### config.mk
export PLATFORM = sky130hd
export DESIGN_NAME = doubly_linked_list_manager
export DESIGN_NICKNAME = d
export VERILOG_FILES = /design/src/rtl/core/dllm_pkg.sv /design/src/rtl/core/dllm_ram.sv /design/src/rtl/core/doubly_linked_list_manager.sv
export SDC_FILE = /design/constraint.sdc
export NUM_CORES = 1
export LEC_CHECK = 0
export BUFFER_PORTS_ARGS = -buffer_cell sky130_fd_sc_hd__buf_2
export CORE_MARGIN = 3
export CORE_UTILIZATION = 42
export CTS_CLUSTER_SIZE = 30
export DETAILED_ROUTE_END_ITERATION = 8
export SLEW_MARGIN = 20
export SYNTH_ARGS = -nofsm -noshare
export SYNTH_HDL_FRONTEND = slang
export SYNTH_HIERARCHICAL = 1
export SYNTH_SLANG_ARGS = --single-unit
### constraint.sdc
create_clock -name clk -period 4.73 [get_ports clk]
set_input_delay 0.7095 -clock clk [delete_from_list [all_inputs] [get_ports clk]]
set_output_delay 0.7095 -clock clk [all_outputs]
set_load 0.01 [all_outputs]
### src/rtl/core/dllm_pkg.sv
// Shared types and command codes for the doubly linked list manager.
package dllm_pkg;

  localparam int NODE_W  = 6;
  localparam int COUNT_W = 7;

  localparam logic [1:0] CMD_INS_FRONT = 2'd0;
  localparam logic [1:0] CMD_INS_BACK  = 2'd1;
  localparam logic [1:0] CMD_REM_FRONT = 2'd2;
  localparam logic [1:0] CMD_UNLINK    = 2'd3;

  typedef struct packed {
    logic [1:0]        cmd;
    logic [NODE_W-1:0] node_index;
  } dllm_request_t;

  typedef struct packed {
    logic [NODE_W-1:0]  out_node;
    logic               out_valid;
    logic [COUNT_W-1:0] list_count;
  } dllm_result_t;

endpackage

### src/rtl/core/dllm_ram.sv
// Generic single-write, single-read RAM with registered read (read-old on collision).
module dllm_ram #(
  parameter int WIDTH = 8,
  parameter int DEPTH = 64
) (
  input  logic                     clk,
  input  logic                     we,
  input  logic [$clog2(DEPTH)-1:0] waddr,
  input  logic [WIDTH-1:0]         wdata,
  input  logic [$clog2(DEPTH)-1:0] raddr,
  output logic [WIDTH-1:0]         rdata
);

  logic [WIDTH-1:0] mem [DEPTH];

  always_ff @(posedge clk) begin
    if (we) begin
      mem[waddr] <= wdata;
    end
    rdata <= mem[raddr];
  end

endmodule

### src/rtl/core/doubly_linked_list_manager.sv
// Doubly linked list manager over a pool of node slots, links kept in two RAMs.
//
// Usage: drive request (cmd, node_index) and raise start while busy is low;
// the request is taken at that clock edge. Commands: insert at front,
// insert at back, remove front, unlink a given slot.
// Each request yields exactly one result on the result port, shown for one
// cycle with done high; done and the result are registered at the edge that
// ends the update cycle. The receiver cannot hold results off.
// The accept cycle reads the slot's links and writes its own links; the
// update cycle (busy high) writes the neighbor links from the read data and
// updates head, tail and count. The single write port of each link RAM
// splits the work this way, and no new request is accepted while busy is high.
// A new request may be accepted in the cycle its predecessor's result is
// shown.
// Reset: head and tail go to the null marker, count to zero, no result
// pending. Link RAMs are not cleared; a slot's links are written whenever
// it is inserted, so no clearing pass is needed.
module doubly_linked_list_manager
  import dllm_pkg::*;
#(
  parameter int POOL_NODES = 64
) (
  input  logic          clk,
  input  logic          rst,
  input  logic          start,
  output logic          busy,
  input  dllm_request_t request,
  output logic          done,
  output dllm_result_t  result
);

  localparam int ADDR_W = $clog2(POOL_NODES);
  localparam int LINK_W = $clog2(POOL_NODES + 1);
  localparam logic [LINK_W-1:0] NULL_LINK = LINK_W'(POOL_NODES);

  localparam logic ST_IDLE   = 1'b0;
  localparam logic ST_UPDATE = 1'b1;

  logic               state;
  logic [LINK_W-1:0]  head;
  logic [LINK_W-1:0]  tail;
  logic [LINK_W-1:0]  count;
  logic [LINK_W-1:0]  head_next;
  logic [LINK_W-1:0]  tail_next;
  logic [LINK_W-1:0]  count_next;

  logic [1:0]         cmd_q;
  logic [LINK_W-1:0]  slot_q;
  logic [NODE_W-1:0]  node_q;
  logic               act_q;

  logic               accept;
  logic               head_ok;
  logic               in_pool;
  logic               act;
  logic [LINK_W-1:0]  slot;

  logic               nl_we;
  logic [ADDR_W-1:0]  nl_waddr;
  logic [LINK_W-1:0]  nl_wdata;
  logic [LINK_W-1:0]  nl_rdata;
  logic               pl_we;
  logic [ADDR_W-1:0]  pl_waddr;
  logic [LINK_W-1:0]  pl_wdata;
  logic [LINK_W-1:0]  pl_rdata;
  logic [LINK_W-1:0]  nx;
  logic [LINK_W-1:0]  pv;

  function automatic logic [LINK_W-1:0] clean(input logic [LINK_W-1:0] v);
    return (v < NULL_LINK) ? v : NULL_LINK;
  endfunction

  assign busy    = (state == ST_UPDATE);
  assign accept  = start && !busy;
  assign head_ok = (head != NULL_LINK);
  assign in_pool = ({{(32-NODE_W){1'b0}}, request.node_index} < 32'(POOL_NODES));
  assign act     = (request.cmd == CMD_REM_FRONT) ? head_ok : in_pool;
  assign slot    = (request.cmd == CMD_REM_FRONT) ? head : LINK_W'(request.node_index);

  assign nx = clean(nl_rdata);
  assign pv = clean(pl_rdata);

  // Accept cycle: write the slot's own links; update cycle: patch the neighbors.
  always_comb begin
    nl_we    = 1'b0;
    nl_waddr = slot[ADDR_W-1:0];
    nl_wdata = NULL_LINK;
    pl_we    = 1'b0;
    pl_waddr = slot[ADDR_W-1:0];
    pl_wdata = NULL_LINK;
    if (accept && act) begin
      nl_we = 1'b1;
      pl_we = 1'b1;
      if (request.cmd == CMD_INS_FRONT) begin
        nl_wdata = head;
      end
      if (request.cmd == CMD_INS_BACK) begin
        pl_wdata = tail;
      end
    end else if (busy && act_q) begin
      unique case (cmd_q)
        CMD_INS_FRONT: begin
          pl_we    = head_ok;
          pl_waddr = head[ADDR_W-1:0];
          pl_wdata = slot_q;
        end
        CMD_INS_BACK: begin
          nl_we    = head_ok && (tail != NULL_LINK);
          nl_waddr = tail[ADDR_W-1:0];
          nl_wdata = slot_q;
        end
        CMD_REM_FRONT: begin
          pl_we    = (nx != NULL_LINK);
          pl_waddr = nx[ADDR_W-1:0];
          pl_wdata = NULL_LINK;
        end
        CMD_UNLINK: begin
          // a neighbor equal to the slot itself keeps the null written at accept
          nl_we    = (pv != NULL_LINK) && (pv != slot_q);
          nl_waddr = pv[ADDR_W-1:0];
          nl_wdata = nx;
          pl_we    = (nx != NULL_LINK) && (nx != slot_q);
          pl_waddr = nx[ADDR_W-1:0];
          pl_wdata = pv;
        end
        default: begin
        end
      endcase
    end
  end

  always_comb begin
    head_next  = head;
    tail_next  = tail;
    count_next = count;
    if (act_q) begin
      unique case (cmd_q)
        CMD_INS_FRONT: begin
          head_next = slot_q;
          if (!head_ok) begin
            tail_next = slot_q;
          end
          count_next = (count == NULL_LINK) ? count : count + LINK_W'(1);
        end
        CMD_INS_BACK: begin
          tail_next = slot_q;
          if (!head_ok) begin
            head_next = slot_q;
          end
          count_next = (count == NULL_LINK) ? count : count + LINK_W'(1);
        end
        CMD_REM_FRONT: begin
          head_next = nx;
          if (nx == NULL_LINK) begin
            tail_next = NULL_LINK;
          end
          count_next = (count == '0) ? count : count - LINK_W'(1);
        end
        CMD_UNLINK: begin
          if (slot_q == head) begin
            head_next = nx;
          end
          if (slot_q == tail) begin
            tail_next = pv;
          end
          count_next = (count == '0) ? count : count - LINK_W'(1);
        end
        default: begin
        end
      endcase
    end
  end

  always_ff @(posedge clk) begin
    if (rst) begin
      state <= ST_IDLE;
      head  <= NULL_LINK;
      tail  <= NULL_LINK;
      count <= '0;
      done  <= 1'b0;
    end else begin
      done <= 1'b0;
      unique case (state)
        ST_IDLE: begin
          if (accept) begin
            state <= ST_UPDATE;
          end
        end
        ST_UPDATE: begin
          state <= ST_IDLE;
          head  <= head_next;
          tail  <= tail_next;
          count <= count_next;
          done  <= 1'b1;
        end
        default: begin
          state <= ST_IDLE;
        end
      endcase
    end
  end

  // Hold the request while the update cycle runs.
  always_ff @(posedge clk) begin
    if (accept) begin
      cmd_q  <= request.cmd;
      slot_q <= slot;
      act_q  <= act;
      if (request.cmd == CMD_REM_FRONT) begin
        node_q <= head_ok ? NODE_W'(head) : '0;
      end else begin
        node_q <= request.node_index;
      end
    end
    if (busy) begin
      result.out_node   <= node_q;
      result.out_valid  <= act_q;
      result.list_count <= COUNT_W'(count_next);
    end
  end

  dllm_ram #(
    .WIDTH (LINK_W),
    .DEPTH (POOL_NODES)
  ) u_next_ram (
    .clk   (clk),
    .we    (nl_we),
    .waddr (nl_waddr),
    .wdata (nl_wdata),
    .raddr (slot[ADDR_W-1:0]),
    .rdata (nl_rdata)
  );

  dllm_ram #(
    .WIDTH (LINK_W),
    .DEPTH (POOL_NODES)
  ) u_prev_ram (
    .clk   (clk),
    .we    (pl_we),
    .waddr (pl_waddr),
    .wdata (pl_wdata),
    .raddr (slot[ADDR_W-1:0]),
    .rdata (pl_rdata)
  );

  a_accept_to_busy: assert property (@(posedge clk) disable iff (rst)
    accept |=> busy)
    else $error("accepted request did not enter update cycle");

  a_busy_to_done: assert property (@(posedge clk) disable iff (rst)
    busy |=> (done && !busy))
    else $error("update cycle did not produce exactly one result");

  a_done_after_busy: assert property (@(posedge clk) disable iff (rst)
    done |-> $past(busy))
    else $error("result strobe without a preceding update cycle");

  a_count_range: assert property (@(posedge clk) disable iff (rst)
    (count <= NULL_LINK) && (head <= NULL_LINK) && (tail <= NULL_LINK))
    else $error("count or end pointer out of range");

  a_empty_remove: assert property (@(posedge clk) disable iff (rst)
    (accept && (request.cmd == CMD_REM_FRONT) && !head_ok)
      |=> ##1 (done && !result.out_valid && (result.out_node == '0)))
    else $error("remove on empty list reported a node");

endmodule
[After elaboration in Yosys (flattened, before gate mapping)]
Memories as Yosys holds them, arrays and structs flattened. A register that Yosys moved wholly into a read port is not among the register bits.
Index checks and enable logic that the tools add are counted.
Storage, ports and cells
  ROM bits: 0
  logic and storage cells: 97
  memories kept: 2
  bits in latches: 0
  RAM bits: 896
  register bits: 53
  input bits: 11
Memories
  u_next_ram.mem: depth 64, width 7, rd ports 1, clocked after memory_dff 1, write ports 1, RTL line dllm_ram.sv:14  | logic [WIDTH-1:0] mem [DEPTH];
  u_prev_ram.mem: depth 64, width 7, rd ports 1, clocked after memory_dff 1, write ports 1, RTL line dllm_ram.sv:14
Operators by class
  reduce and logical (&&, ||, !) cells: 14
  bitwise operators: 1
  $mul: 0
  shift-type cells: 0
  equal/unequal tests: 20
  mux-type cells: 43
  div/mod/pow operators: 0
  $lt $le $gt $ge: 2
  add/sub/neg operators: 2
Operator list (number)
  $mux 7: 15
  $pmux 7 s4: 2
  $mux 6: 7
  $pmux 7 s2: 3
  $ne 7x7->1 const B: 4
  $pmux 6 s2: 2
  $eq 7x7->1: 2
  $eq 7x7->1 const B: 2
  $lt 7x7->1 const B: 2
  $ne 7x7->1: 2
  $mux 1: 11
  $ne 2x2->1 const B: 5
  $add 7x1->7 const B: 1
  $logic_not 7->1: 1
  $sub 7x1->7 const B: 1
  $eq 2x2->1 const B: 3
  $logic_and 1x1->1: 6
  $reduce_and 5->1: 1
  $eq 2x1->1 const B: 2
  $logic_not 2->1: 2
  $pmux 1 s2: 2
  $reduce_and 4->1: 1
  $reduce_or 2->1: 2
  $pmux 1 s3: 1
  other kinds (2): 2

[Longest topological paths before layout]
Gate-level depths: netlist of run 1.
  depth in word-level cells: 9
  gate-level depth with buffers: 12
  mapped depth without buffers: 9

[Hierarchy]
The synthesis of run 1 kept the hierarchy.
Modules (own cells, without submodules)
  dllm_ram: area an instance 17635.7 µm², cells each 827, times used 2
  doubly_linked_list_manager: area an instance 3497.1 µm², cells each 378, times used 1

[Worst setup path before layout of run 1]
OpenSTA, ideal clock, no wires.
  path kind: reg-to-reg
  start point: register cmd_q[0]
  end point: memory u_prev_ram/mem[0][3] (netlist bit) (data pin)
  buffers on the path: 2
  required time: 4.028 ns
  slack: -0.113 ns
  arrival: 4.141 ns
  stages on the path, launching flop included: 7
  cell sequence: edfxtp_1 -> inv_1 -> ha_1 -> clkdlybuf4s50_2 -> clkbuf_1 -> a22oi_1 -> o21ai_0
Between the ends
  longest elaborated chain between the ends: 4
  elaborated cells on any way between the ends: 5
RTL lines
  start, declared: RTL line doubly_linked_list_manager.sv:47  | logic [1:0] cmd_q;
  start signal, assigned: RTL line doubly_linked_list_manager.sv:206  | cmd_q <= request.cmd;
  $eq 2x2->1 or $logic_not 2->1 (tied branches): RTL line doubly_linked_list_manager.sv:101  | unique case (cmd_q)
  $pmux 7 s2 (*): RTL line doubly_linked_list_manager.sv:101
  $mux 7 (*): RTL line doubly_linked_list_manager.sv:100  | end else if (busy && act_q) begin
  $mux 7 (*): RTL line doubly_linked_list_manager.sv:91  | if (accept && act) begin
  named net pl_wdata[3]: RTL line doubly_linked_list_manager.sv:64  | logic [LINK_W-1:0] pl_wdata;
  end, declared: RTL line dllm_ram.sv:14
The timed path passes the listed nets; every way through them passes the cells marked *.

[Final worst setup path of run 1]
  start point: register cmd_q[0]
  end point: memory u_next_ram/mem[0][1] (netlist bit) (enable)
Between the ends
  longest elaborated chain between the ends: 6
  elaborated cells on any way between the ends: 10
RTL lines
  $eq 2x2->1 or $eq 2x1->1 (tied branches): RTL line doubly_linked_list_manager.sv:101
  $pmux 1 s2 (*): RTL line doubly_linked_list_manager.sv:101
  $mux 1 (*): RTL line doubly_linked_list_manager.sv:100
  $mux 1 (*): RTL line doubly_linked_list_manager.sv:91
  named net nl_we: RTL line doubly_linked_list_manager.sv:58  | logic nl_we;
  $mux 1 (*): RTL line dllm_ram.sv:17  | if (we) begin
  $mux 1 (not written as such) (*): RTL line dllm_ram.sv:18  | mem[waddr] <= wdata;
  end, declared: RTL line dllm_ram.sv:14
Marks and branches as above.

==> impl_summary.log, run 1 <==
INFO  metric yosys-mux-area-fraction = 14.1%
INFO  metric critPathKind = reg2reg
INFO  metric vias_in_the_first_global_route = about 21000
INFO  metric design.core.area = between 90000 and 100000 um2
INFO  metric leakage = ~14 nW
INFO  metric path_clk_slew = 60 ps
INFO  metric dieArea = 96000 um2
INFO  metric crit_top_cell = sky130_fd_sc_hd__nor2b_1
INFO  metric synthTopCellsByArea = sky130_fd_sc_hd__edfxtp_1 (72%), sky130_fd_sc_hd__mux4_2 (13%), sky130_fd_sc_hd__dfxtp_1 (1.9%)
INFO  metric arrival = about 4400 ps
INFO  metric maxSlewViolCount = 0
INFO  metric timing.clock.skew = 49.3 ps
INFO  metric initial_core_util = 42.7%
INFO  metric vias_per_cell = between 5 and 6
INFO  metric synthesis.yosys.warnings = 6
INFO  metric fmax = 0.242 GHz
INFO  metric die_y = 310 um
INFO  metric timing.final.hold_violations = 0
INFO  metric synth_top_area_cell = sky130_fd_sc_hd__edfxtp_1
INFO  metric timing.final.ws_setup = 600 ps
INFO  metric synth.top_cell.area_share = 71.7%
INFO  metric number_of_enable_flip_flop_cells_after_synthesis = between 900 and 1000
INFO  metric timing.critical_path.slowest_stage_cell = sky130_fd_sc_hd__nor2_1
INFO  metric min_period_over_period = 87.3%
INFO  metric cp_max_fo = 13
INFO  metric final_core_util = 48.9%
INFO  metric average_wire_per_standard_cell = 26.6 um
INFO  metric count_of_fill_cells_added_during_filler_insertion = 7353
INFO  metric synthCells = between 2000 and 2500
INFO  metric post_route_drc_violation_count = 0
INFO  metric status = finished clean
INFO  metric routed-via-count = around 20000
INFO  metric timing.setup.tns = 0 ps
INFO  metric layout.area.seq = 28500 um2
INFO  metric critical_path.endpoint_type = flop
INFO  metric report.final.setup_viol = 0
INFO  metric avgSynthCellArea = between 15 and 20 um2
INFO  metric gpl.final_weighted_congestion = roughly 0.86
INFO  metric cts_root_buf = sky130_fd_sc_hd__clkbuf_16
INFO  metric grt_max_degree = 82
INFO  metric detail_route.iter0.violations = 2185
INFO  metric cell_chain_of_the_critical_path = ha_1, nor2b_1, o311ai_0, nand3_1, nor2b_1, nand2_1, nor2_1
INFO  metric power.ir.vdd_worst = approximately 0.00024 V
INFO  metric fin_crit = ~4100 ps
INFO  metric cts-resized-gates = 0
INFO  metric synth-simple-area-share = between 4 and 5%
INFO  metric tritoncts = yes
INFO  metric synth_area = around 39000 um2
INFO  metric multi_input_comb_area = 9580 um2
INFO  metric finalNonFillerCells = about 3500
INFO  metric cellPowerDensity = 419 nW/um2
INFO  metric cts.sinks = 963
INFO  metric cp_data_required_time = 5010 ps
INFO  metric ant_nets = 0
INFO  metric cp_top_family = simple AND/OR/NAND/NOR gates
INFO  metric worst_setup_timing_slack_at_the_placement_stage = 619 ps
INFO  metric post-place-cells = between 3000 and 4000
INFO  metric compound_cell_area_share_of_the_yosys_netlist = 4.86%
INFO  metric timing.critical_path.slowest_cell_delay = 710 ps
INFO  metric port_buffers = 26
INFO  metric drv.max_cap_violation_count = 0
INFO  metric drt_first_pass_iters = 5
INFO  metric yosys_most_used_dff = sky130_fd_sc_hd__edfxtp_1
INFO  metric numnets_final = 2214
INFO  metric cts_hold_repair.buffers = 0
INFO  metric grt_antenna_before_repair = 0
INFO  metric num_io_pins = 27
INFO  metric htreeDepth = 3
INFO  metric synth-async-reset-ratio = 0%
INFO  metric antenna_fix_cells = 0
INFO  metric global_route.overflow_total = 0
INFO  metric total_power = approximately 19 mW
INFO  metric final_layout_size_suffix_gt1_share = 26.0%
INFO  metric grt_first_pass_wirelength = 138000 um
INFO  metric synth_top_family_by_area = multiplexers
INFO  metric cts_made_buffers = 98
INFO  metric critPathLaunchType = flop
INFO  metric mappedNetlistNets = 2049
INFO  metric detailed_place_hpwl = ~60000 um
INFO  metric grt.total_usage = between 10% and 20%
INFO  metric setup_repair_after_global_routing_missed_its_margin = false
INFO  metric die-width = just over 300 um
INFO  metric clock_latency = 680 ps
INFO  metric synth_xor_area_share = less than 1%
INFO  metric clock_path_buffers = 3
INFO  metric seq_area_frac_synth = 73.6%
INFO  metric placementRows = 110
INFO  metric synth.lib_cells_used.distinct = 71
INFO  metric total_of_flip_flops_plus_latches_after_synthesis = 963
INFO  metric critPathBufInv = 0
INFO  metric cts_setup_buffers = 0
INFO  metric max_slew_margin = 30.9%
INFO  metric min-delay-path-class = in2reg
INFO  metric worst_pin_slew = 1030 ps
INFO  metric final_routed_wirelength_across_all_metal_layers = approximately 92000 um
INFO  metric synthAdderAreaFrac = 0.194%
INFO  metric layout-area-overhead-vs-synth = 14.5%
stage by stage:
step                hold slack (ps)  cell area, um2
finish                          260           44400
global route                    232           44400
CTS                             214           44400
detailed placement              406           41200
global placement                404           41200
floorplan                       400           38800
sequential cells by signal, indices dropped and copies added (netlist names):
register          cells
u_next_ram/mem      448
u_prev_ram/mem      448
result               14
count                 7
head                  7
slot_q                7
tail                  7
u_next_ram/rdata      7
u_prev_ram/rdata      7
node_q                6
cmd_q                 2
act_q                 1
busy                  1
done                  1
per-layer routing:
| metal | up-vias | global-route usage (%) | part of all wire, % |
|---|---|---|---|
| li1 | 8713 | - | - |
| met1 | 10600 | 28.0 | 43 |
| met4 | 0 | 5.19 | 2.2 |
| met3 | 145 | 3.26 | 7.3 |
| met2 | 811 | 30.6 | 48 |
| met5 | - | 0.247 | 0 |
cells in the mapped netlist (6+ instances only):
cell	count
sky130_fd_sc_hd__mux4_2	224
sky130_fd_sc_hd__buf_6	13
sky130_fd_sc_hd__xnor2_1	17
sky130_fd_sc_hd__a22o_1	6
sky130_fd_sc_hd__mux2i_1	39
sky130_fd_sc_hd__o21ai_1	10
sky130_fd_sc_hd__inv_1	30
sky130_fd_sc_hd__nor2b_1	17
sky130_fd_sc_hd__a211oi_1	11
sky130_fd_sc_hd__nor3b_1	7
sky130_fd_sc_hd__edfxtp_1	926
sky130_fd_sc_hd__o31ai_1	19
sky130_fd_sc_hd__nor3_1	26
sky130_fd_sc_hd__o22ai_1	31
sky130_fd_sc_hd__nand2_1	35
sky130_fd_sc_hd__and3b_1	6
sky130_fd_sc_hd__a31oi_1	8
sky130_fd_sc_hd__buf_4	12
sky130_fd_sc_hd__a21oi_1	43
sky130_fd_sc_hd__ha_1	6
sky130_fd_sc_hd__clkbuf_1	49
sky130_fd_sc_hd__nand4_1	9
sky130_fd_sc_hd__buf_2	41
sky130_fd_sc_hd__a221oi_1	8
sky130_fd_sc_hd__nand3b_1	8
sky130_fd_sc_hd__nor2_1	172
sky130_fd_sc_hd__o21ai_0	26
sky130_fd_sc_hd__nand2b_1	17
sky130_fd_sc_hd__nand3_1	22
sky130_fd_sc_hd__o221ai_1	18
sky130_fd_sc_hd__a311oi_1	12
sky130_fd_sc_hd__a22oi_1	49
sky130_fd_sc_hd__xor2_1	9
sky130_fd_sc_hd__dfxtp_1	37
report_power, final:
group / internal, mW / switching (mW)
Clock: 4.34 / 3.26
Sequential: 9.41 / 0.127
Combinational: 0.573 / 0.884
Total: 14.3 / 4.27
cell type report:
cell class                 count  area share [%]
clock buffer                 122            5.83
tap                         1176            3.32
sequential                   963            64.3
clock inverter                61            1.34
timing repair buffer         187            3.29
inverter                      30           0.299
multi-input combinational    917            21.6
kinds of logic after synthesis:
| family | count (synthesis) |
|---|---|
| multiplexers | 267 |
| AO/OA/AOI/OAI | 265 |
| flip-flops | 963 |
| AND/OR/NAND/NOR | 353 |
| adder cells (fa/ha/maj) | 6 |
| XOR/XNOR | 26 |
| buffers and inverters | 152 |
worst paths after layout:
| kind | startpoint | slack (ps) | end | cells past startpoint |
|---|---|---|---|---|
| worst min-delay path | request[6] | 260 | cmd_q[0] | 1 |
| worst max register to register | cmd_q[0] | 600 | u_next_ram/mem[0][1] | 7 |
| worst min register to register | node_q[1] | 420 | result[9] | 0 |
| worst max-delay path | cmd_q[0] | 600 | u_next_ram/mem[0][1] | 7 |
placed cells by master, fill, tap and decap left out, types with 9 or more instances in the layout:
master,instances
sky130_fd_sc_hd__a211oi_1,11
sky130_fd_sc_hd__a21oi_1,42
sky130_fd_sc_hd__a22oi_1,48
sky130_fd_sc_hd__a311oi_1,12
sky130_fd_sc_hd__buf_2,26
sky130_fd_sc_hd__buf_4,152
sky130_fd_sc_hd__clkbuf_1,22
sky130_fd_sc_hd__clkbuf_16,100
sky130_fd_sc_hd__clkinv_1,21
sky130_fd_sc_hd__clkinv_2,17
sky130_fd_sc_hd__dfxtp_1,37
sky130_fd_sc_hd__edfxtp_1,926
sky130_fd_sc_hd__inv_1,25
sky130_fd_sc_hd__mux2i_1,39
sky130_fd_sc_hd__mux4_2,224
sky130_fd_sc_hd__nand2_1,35
sky130_fd_sc_hd__nand2b_1,17
sky130_fd_sc_hd__nand3_1,22
sky130_fd_sc_hd__nand4_1,9
sky130_fd_sc_hd__nor2_1,172
sky130_fd_sc_hd__nor2b_1,17
sky130_fd_sc_hd__nor3_1,26
sky130_fd_sc_hd__o21ai_0,14
sky130_fd_sc_hd__o21ai_1,10
sky130_fd_sc_hd__o21ai_4,12
sky130_fd_sc_hd__o221ai_1,18
sky130_fd_sc_hd__o22ai_1,31
sky130_fd_sc_hd__o31ai_1,19
sky130_fd_sc_hd__xnor2_1,17
sky130_fd_sc_hd__xor2_1,9
No activity file was read; power rests on OpenSTA's default activity.
==> run 2, diff against run 1 <==
--- a/config.mk
+++ b/config.mk
@@ -6,10 +6,12 @@
 export NUM_CORES = 1
 export LEC_CHECK = 0
 export BUFFER_PORTS_ARGS = -buffer_cell sky130_fd_sc_hd__buf_2
+export CAP_MARGIN = 0
 export CORE_MARGIN = 3
 export CORE_UTILIZATION = 42
 export CTS_CLUSTER_SIZE = 30
 export DETAILED_ROUTE_END_ITERATION = 8
+export RECOVER_POWER = 50
 export SLEW_MARGIN = 20
 export SYNTH_ARGS = -nofsm -noshare
 export SYNTH_HDL_FRONTEND = slang
==> impl_summary.log, run 2 (synthesis gave the netlist of run 1 again) <==
INFO  metric status = finished, violations left
INFO  metric violations_in_the_final_reports = capacitance limit, slew limit
INFO  metric grt_antenna_before_repair = 0 (unchanged)
INFO  metric timing.final.hold_violations = 0 (unchanged)
INFO  metric antenna_fix_cells = 0 (unchanged)
INFO  metric min_delay_path_depth = 1 (unchanged)
INFO  metric tritoncts = yes
INFO  metric final_layout_size_suffix_gt1_share = 23.9% (-2.1 points)
INFO  metric worst_r2r_path_depth = 5 (-2)
INFO  metric cts_hold_repair.buffers = 0 (unchanged)
INFO  metric detail_route.iter0.violations = 2220 (+1.6%)
INFO  metric routed-wl-met3 = 6410 um (-4.3%)
INFO  metric report.final.setup_viol = 0 (unchanged)
INFO  metric cts.sinks = 963 (unchanged)
INFO  metric final_common_cell = sky130_fd_sc_hd__edfxtp_1
INFO  metric global_route.overflow_total = 0 (unchanged)
INFO  metric route.met2.wl = 44000 um (+0.51%)
INFO  metric placementRows = 110 (unchanged)
INFO  metric layout-area-overhead-vs-synth = 13.8%
INFO  metric leakage = 14.1 nW (-1.3%)
INFO  metric critPathKind = reg2reg
INFO  metric port_buffers = 26 (unchanged)
INFO  metric power.ir.vdd_worst = 0.000242 V (-0.15%)
INFO  metric cp_max_fo = 39 (+26)
INFO  metric biggestRegsByFlops = u_next_ram/mem x448, u_prev_ram/mem x448, result x14
INFO  metric design.core.area = 90800 um2 (unchanged)
INFO  metric numnets_final = 2214 (unchanged)
INFO  metric timing.final.ws_setup = 426 ps (-173 ps)
INFO  metric top_layer_used = met4
INFO  metric routed-via-count = 20200 (-0.21%)
INFO  metric detailed_place_hpwl = 58600 um (unchanged)
INFO  metric grt_first_pass_wirelength = 138000 um (unchanged)
INFO  metric cts_root_buf = sky130_fd_sc_hd__clkbuf_16
INFO  metric htreeDepth = 3 (unchanged)
INFO  metric count_of_fill_cells_added_during_filler_insertion = 7403 (+0.68%)
INFO  metric post-place-cells = 3273 (unchanged)
INFO  metric vias_in_the_first_global_route = 20600 (unchanged)
INFO  metric cts_made_buffers = 98 (unchanged)
INFO  metric clock_latency = 670 ps (about the same)
INFO  metric drv.max_cap_violation_count = 9 (+9)
INFO  metric initial_core_util = 42.7% (unchanged)
INFO  metric finalNonFillerCells = 3456 (unchanged)
INFO  metric num_io_pins = 27 (unchanged)
INFO  metric arrival = 4680 ps (+270 ps)
INFO  metric die-width = 310 um (unchanged)
INFO  metric drt_first_pass_iters = 6 (+1)
INFO  metric gpl.final_weighted_congestion = 0.861 (unchanged)
INFO  metric cp_data_required_time = 5110 ps (+100 ps)
INFO  metric fmax = 0.232 GHz (-4.0%)
INFO  metric average_wire_per_standard_cell = 26.6 um (+0.17%)
INFO  metric path_clk_slew = 60 ps (about the same)
INFO  metric setup_repair_after_global_routing_missed_its_margin = false
INFO  metric cts-resized-gates = 0 (unchanged)
INFO  metric min_period_over_period = 91.0% (+3.7 points)
INFO  metric max_slew_margin = -44.1% (-75 points)
INFO  metric ant_nets = 0 (unchanged)
INFO  metric layout.cells.most_common_list = sky130_fd_sc_hd__edfxtp_1 (926), sky130_fd_sc_hd__mux4_2 (224), sky130_fd_sc_hd__nor2_1 (172), sky130_fd_sc_hd__buf_4 (123), sky130_fd_sc_hd__clkbuf_16 (100)
INFO  metric grt.total_usage = 19.3% (unchanged)
INFO  metric critical_path.endpoint_type = flop
INFO  metric cellPowerDensity = 421 nW/um2 (+0.50%)
INFO  metric dieArea = 96000 um2 (unchanged)
INFO  metric vias_per_cell = 5.86 (-0.21%)
INFO  metric cts_setup_buffers = 0 (unchanged)
INFO  metric critPathLaunchType = flop
INFO  metric wirelength_met1 = 39500 um (+0.44%)
INFO  metric timing.clock.skew = 44.8 ps (-4.51 ps)
INFO  metric clock_path_buffers = 3 (unchanged)
INFO  metric worst_pin_slew = 2150 ps (+1110 ps)
INFO  metric timing.setup.tns = 0 ps (unchanged)
INFO  metric grt_max_degree = 82 (unchanged)
INFO  metric post_route_drc_violation_count = 0 (unchanged)
INFO  metric min-delay-path-class = in2reg
INFO  metric worst_setup_timing_slack_at_the_placement_stage = 619 ps (unchanged)
INFO  metric final_core_util = 48.5% (-0.30 points)
INFO  metric final_routed_wirelength_across_all_metal_layers = 92000 um (+0.17%)
INFO  metric fin_crit = 4300 ps (+173 ps)
INFO  metric die_y = 310 um (unchanged)
INFO  metric maxSlewViolCount = 300 (+300)
[run 2: changes by cell type in the layout (fill, tap and decap cells not counted), sizes merged]
cell / change
clkbuf: +49
buf: -49
[run 2: power breakdown]
| group | internal, mW | switching (mW) | total (mW) | leakage [nW] |
|---|---|---|---|---|
| combinational | 0.553 | 0.876 | 1.43 | 3.68 |
| clock | 4.34 | 3.26 | 7.61 | 1.53 |
| sequential | 9.41 | 0.125 | 9.54 | 8.85 |
| total | 14.3 | 4.26 | 18.6 | 14.1 |
[run 2: layout make-up]
type                       count  area [um2]  share of cell area [%]
timing repair buffer         187        1300                    2.94
clock buffer                 122        2580                    5.86
tap                         1176        1470                    3.34
multi-input combinational    917        9470                    21.5
clock inverter                61         596                    1.35
inverter                      30         133                   0.301
sequential                   963       28500                    64.7
[run 2: per-stage QoR]
stage	instance area, um2	power, mW	hold WS (ps)
2_1_floorplan	38800	10.6	400
3_3_place_gp	41200	11.1	404
3_5_place_dp	41200	11.2	406
4_1_cts	44400	18.8	214
5_1_grt	44100	19.2	306
6_report	44100	18.6	319
[run 2: final timing paths]
path	startpoint	to	slack [ps]
worst max-delay path	act_q	u_next_ram/mem[13][4]	430
worst min-delay path	request[6]	cmd_q[0]	320
worst max register to register	act_q	u_next_ram/mem[13][4]	430
worst min register to register	node_q[4]	result[12]	420
[run 2: critical path, stage by stage (launching register included)]
cell and delay (ps):
sky130_fd_sc_hd__edfxtp_1 320, sky130_fd_sc_hd__clkbuf_1 470, sky130_fd_sc_hd__nand2_1 350, sky130_fd_sc_hd__clkbuf_1 450
sky130_fd_sc_hd__o21ai_1 1730, sky130_fd_sc_hd__buf_4 620
[run 2: per-layer routing]
layer  up-vias  track usage (%)
li1       8709                -
met3       135             3.26
met5         -            0.247
met2       743             30.6
met4         0             5.19
met1     10700             28.0
